## src/rtl/psv_pkg.sv

```systemverilog
package psv_pkg;

	// jones parts, q1.15
	localparam int JW = 16;
	// conjugated jones parts carry +1.0 exactly
	localparam int CW = JW + 1;
	// coherency register width, q11.12
	localparam int RW = 24;
	// coherency parts after negation of the cross term
	localparam int SW = RW + 1;
	// coherency by conjugated jones product
	localparam int PW = SW + CW;
	// one element of s * conj(r)^T, sum of three products
	localparam int FW = PW + 2;
	// left jones by intermediate element product
	localparam int MW = JW + FW;
	// one visibility part, sum of four products
	localparam int VW = MW + 2;
	// fraction bits dropped when rounding to q19.12
	localparam int DROP = 30;
	// output part width
	localparam int OW = 32;

	// number of matrix elements
	localparam int NE = 4;

	// configuration port
	localparam int CFG_IW = 8;
	localparam logic [CFG_IW-1:0] REG_COH_XX       = CFG_IW'(0);
	localparam logic [CFG_IW-1:0] REG_COH_CROSS_RE = CFG_IW'(1);
	localparam logic [CFG_IW-1:0] REG_COH_CROSS_IM = CFG_IW'(2);
	localparam logic [CFG_IW-1:0] REG_COH_YY       = CFG_IW'(3);

	typedef struct packed {
		logic signed [JW-1:0] re;
		logic signed [JW-1:0] im;
	} jones_t;

	typedef struct packed {
		logic signed [CW-1:0] re;
		logic signed [CW-1:0] im;
	} conj_t;

	typedef struct packed {
		logic signed [SW-1:0] re;
		logic signed [SW-1:0] im;
	} coh_t;

	typedef struct packed {
		logic signed [FW-1:0] re;
		logic signed [FW-1:0] im;
	} fsum_t;

	typedef struct packed {
		logic signed [VW-1:0] re;
		logic signed [VW-1:0] im;
	} vsum_t;

	// real part in the upper half, imaginary in the lower
	function automatic jones_t unpack_jones(input logic [2*JW-1:0] w);
		jones_t j;
		j.re = w[2*JW-1:JW];
		j.im = w[JW-1:0];
		return j;
	endfunction

	function automatic conj_t conj_jones(input jones_t j);
		conj_t c;
		c.re = CW'(j.re);
		c.im = -CW'(j.im);
		return c;
	endfunction

endpackage

```

## src/rtl/psv_round_sat.sv

```systemverilog
module psv_round_sat (
	input  logic signed [psv_pkg::VW-1:0] x,
	output logic        [psv_pkg::OW-1:0] q
);
	import psv_pkg::*;

	localparam int QW = VW + 1 - DROP;
	localparam logic signed [VW:0] HALF = (VW + 1)'(1) << (DROP - 1);
	localparam logic signed [QW-1:0] QMAX = {{(QW - OW + 1){1'b0}}, {(OW - 1){1'b1}}};
	localparam logic signed [QW-1:0] QMIN = {{(QW - OW + 1){1'b1}}, {(OW - 1){1'b0}}};

	logic signed [VW:0]   y;
	logic signed [VW:0]   y_sh;
	logic signed [QW-1:0] q_full;

	// add half an lsb, then floor: ties go towards plus infinity
	assign y      = (VW + 1)'(x) + HALF;
	assign y_sh   = y >>> DROP;
	assign q_full = y_sh[QW-1:0];

	// clamp to the signed output range
	always_comb begin
		if (q_full > QMAX) begin
			q = QMAX[OW-1:0];
		end else if (q_full < QMIN) begin
			q = QMIN[OW-1:0];
		end else begin
			q = q_full[OW-1:0];
		end
	end

endmodule

```

## config.mk

```make
export PLATFORM = sky130hd
export DESIGN_NAME = psv_round_sat
export DESIGN_NICKNAME = d
export VERILOG_FILES = /design/src/rtl/psv_pkg.sv /design/src/rtl/psv_round_sat.sv
export SDC_FILE = /design/constraint.sdc
export NUM_CORES = 1
export LEC_CHECK = 0
export CAP_MARGIN = 20
export CORE_ASPECT_RATIO = 0.9
export CORE_UTILIZATION = 57
export DETAILED_ROUTE_END_ITERATION = 10
export DONT_BUFFER_PORTS = 1
export PLACE_DENSITY = 0.76
export SLEW_MARGIN = 20
export SYNTH_ARGS = -nofsm -noshare
export SYNTH_HDL_FRONTEND = slang
export SYNTH_SLANG_ARGS = --single-unit
```

## constraint.sdc

```tcl
create_clock -name vclk -period 6.6
set_input_delay 1.32 -clock vclk [all_inputs]
set_output_delay 1.32 -clock vclk [all_outputs]
set_load 0.01 [all_outputs]
```

==> results of run 1 <==
## critical path, cell delays in order
cell and delay, ns:
nand4_2 0.14, nor3_1 0.54, nand4_1 0.83, o21ai_0 0.49
## power by group
| group | leakage [uW] | internal, uW | switching, uW | total, uW |
|---|---|---|---|---|
| clock network | 0 | 0 | 0 | 0 |
| registers | 0 | 0 | 0 | 0 |
| logic | 0.000283 | 11.3 | 16.6 | 27.9 |
## per-layer routing
metal / part of all wire / vias to the layer above / global-route usage
li1: - / 533 / -
met1: 0.42 / 465 / 0.292
met2: 0.50 / 44 / 0.456
met3: 0.081 / 0 / 0.0184
met4: 0 / 0 / 0
met5: 0 / - / 0
## cell usage in the layout (no fill, tap or decap), drive strengths merged
master and instances:
and4 3, o211ai 1, nand2 27, nor2 7
xnor2 9, nand3 13, inv 1, ha 1
nor3 6, a31oi 1, a21oi 1, o31ai 2
a21boi 1, o311ai 1, xor2 14, and3 7
a31o 1, nand4 17, nor4 4, o21ai 16
or3 2, mux2 4
## cells by family after synthesis
kind of cell | Yosys count | share of synthesized area
and+or+nand+nor | 86 | 0.537
adders and majority gates | 1 | 0.0137
buffers and inverters | 6 | 0.0261
AOI/OAI and AO/OA | 24 | 0.152
xor gates and xnor gates | 23 | 0.221
muxes | 4 | 0.0494
## path summary, 6_finish.rpt
check,depth (start not counted),from,to
max,4,x[49],q[12]
min,1,x[54],q[24]
## through the flow
step | power [uW] | hold slack, ns | instance area (um2) | utilization | std cells
after floorplan | 26.3 | 2.74 | 911 | - | 144
after global placement | 27.8 | 2.76 | 910 | 0.621 | 154
after global routing | 31.0 | 2.76 | 910 | 0.621 | 154
after detailed placement | 28.1 | 2.76 | 910 | 0.621 | 154
final | 27.9 | 2.76 | 910 | 0.621 | 154
after CTS | 28.2 | 2.76 | 910 | 0.621 | 154
## final cells by class
type | instances | area [um2]
inverters | 1 | 3.75
multi-input cells | 138 | 887
well taps | 15 | 18.8
fillers | 152 | 554
==> flow_summary.ini, run 1 <==
[flow_run]
maxCapViolCount = 0

[worst_setup_path]
end_kind = output port
crit_arrival_ns = 3.32
cp_max_fo = 25
crit_type = in -> out
start_kind = primary input
worstPathRequired_ns = 5.28

[layout]
regArea_um2 = 0
n_antenna_cell = 0
num-clock-buffers = 0
seq_cells = 0
drive_above_1_share = 0.0791
nets = 204
area_growth_pct = -0.137

[run_status]
violations = design-rule violations
status = complete, but fails checks

[grt]
antenna_found_initial = 0
grt_pass1_wl_um = 3180
grt_overflow_total = 0
grtUsageTotal = 0.232
first_global_vias = 794
grt_max_degree = 26

[sta]
hold_violations = 0
period_minus_slack_ns = 4.64
relSlewSlack = 0.420
worst_pin_slew_ns = 0.867
tns_ns = 0
drv_slew = 0
max_freq_mhz = 215
fin_crit_sh = 0.704
grt_setup_unrepaired = no
setup_viol = 0
fin_ws_ns = 1.96

[power]
leakage_uw = 0.000283
power_density_nw_per_um2 = 30.7
vdd_drop_max_mv = 0.0173

[floorplan]
rows = 13
dieArea_um2 = 1760
die_h_um = 39.9
die_x_um = 44.1
core_um2 = 1460
start_util = 0.622
io_pins = 94

[synth]
post-synth-top-count-cell = nand2_1
synthTopCellsByCount = 27 x nand2_1, 15 x nand4_1, 15 x o21ai_0, 14 x xor2_1, 12 x nand3_1
synth_area_um2 = 911
yosysSeqAreaShare = 0
synthCells = 144
yosys_warnings = 0
syn_avg_cell_area_um2 = 6.33
synth_cell_types = 33
synth.top_cells.by_area = xor2_1 13%, nand2_1 11%, nand4_1 10%, xnor2_1 8.7%, o21ai_0 8.2%
synth_nets = 207
synth_top_area_cell = xor2_1
synth.top_cell.area_share = 0.135

[place]
pre_cts_slack_ns = 1.90
port_buffers = 0
gp_congestion = 0.858
dp_hpwl_um = 1870

[clock_tree]
cts_resized = 0
cts_hold_buf = 0
post_cts_buffers = 0

[drt]
drc = 3
drt-initial-drc-count = 35
drt_pass1_iterations = 7
vias = 1042
viasPerCell = 6.77
drtAntennaViolNets = 0
routed_wl_um = 2250
detail_route.wl_per_cell_um = 14.6

[min_path]
hold_path.class = in -> out
(Power assumes the default switching activity.)
==> run 2, diff against run 1 <==
- clock period: 6.6 -> 4.37 ns (I/O delays scaled with it)
==> run 2 against run 1 <==
  * The run still ends with design-rule violations left
  * Total power up 53%
  * Wire length up 5.0%
  * Critical endpoint is now q[8]
  * Cell area up 0.83%
==> flow_summary.ini, run 2 (synthesized netlist as in run 1, its figures left out) <==
[worst_setup_path]
start_kind = primary input
crit_arrival_ns = 2.61
crit_type = in -> out
cp_max_fo = 14
end_kind = output port
worstPathRequired_ns = 3.50

[drt]
drtAntennaViolNets = 0
drt_pass1_iterations = 7
viasPerCell = 6.91
drt-initial-drc-count = 26
routed_wl_um = 2360
drc = 3
detail_route.wl_per_cell_um = 15.2
vias = 1071

[layout]
num-fill-cells = 155
layout_common_cells = 27 x nand2_1, 15 x nand4_1, 15 x o21ai_0
regArea_um2 = 0
drive_above_1_share = 0.0857
area_growth_pct = 0.687
stdcell_area_um2 = 917
n_antenna_cell = 0
seq_cells = 0
multi_input_area_um2 = 887
num-clock-buffers = 0
mostFrequentLayoutCell = nand2_1
nets = 205

[grt]
grt_overflow_total = 0
grtUsageTotal = 0.251
antenna_found_initial = 0
grt_pass1_wl_um = 3420
grt_max_degree = 15
first_global_vias = 850

[sta]
grt_setup_unrepaired = no
setup_viol = 0
worst_pin_slew_ns = 0.636
period_minus_slack_ns = 3.48
max_freq_mhz = 287
hold_slack_ns = 1.87
tns_ns = 0
hold_violations = 0
relSlewSlack = 0.570
fin_crit_sh = 0.796
drv_slew = 0

[floorplan]
core_um2 = 1460
start_util = 0.622
die_x_um = 44.1
io_pins = 94
rows = 13
dieArea_um2 = 1760
die_h_um = 39.9

[min_path]
hold_path.class = in -> out

[clock_tree]
cts_hold_buf = 0
post_cts_buffers = 0
cts_resized = 0

[place]
port_buffers = 0
dp_hpwl_um = 1970
gp_congestion = 0.869
dpl_cell_area_um2 = 917

[power]
vdd_drop_max_mv = 0.0249
power_density_nw_per_um2 = 46.6
leakage_uw = 0.000287

[flow_run]
maxCapViolCount = 0

[run_status]
violations = design-rule violations
status = complete, but fails checks
-- run 2: changes by cell type in the layout (fill, tap and decap cells not counted), sizes merged --
cell,previous run,this run
buf,0,1
-- run 2: path summary, 6_finish.rpt --
check | start | end | slack, ns | cells after the start
max | x[49] | q[8] | 0.89 | 5
min | x[54] | q[24] | 1.87 | 1
-- run 2: layout make-up --
type	count	share of cell area
well taps	15	0.0205
inverters	1	0.00409
repair buffers	1	0.00819
multi-input cells	138	0.967
-- run 2: worst max-delay path, stage by stage --
cell	delay, ns
nand4_2	0.15
nor3_1	0.55
nand4_1	0.51
buf_4	0.35
o21ai_0	0.18
-- run 2: metrics by stage --
step / instances / setup WS, ns / util / total power, uW
floorplan: 144 / 1.21 / - / 39.8
global placement: 155 / 0.948 / 0.626 / 41.9
detailed placement: 155 / 0.896 / 0.626 / 42.8
CTS: 155 / 0.896 / 0.626 / 42.9
global route: 155 / 0.656 / 0.626 / 46.9
finish: 155 / 0.891 / 0.626 / 42.7
-- run 2: per-layer routing --
layer	global-route usage	up-vias	wire, um
li1	-	539	-
met1	0.311	491	1000
met2	0.474	41	1200
met3	0.0276	0	160
met4	0.0455	0	0
met5	0	-	0
-- run 2: power breakdown --
part,switching [uW],internal [uW]
clock network,0,0
registers,0,0
logic,25.6,17.1
total,25.6,17.1
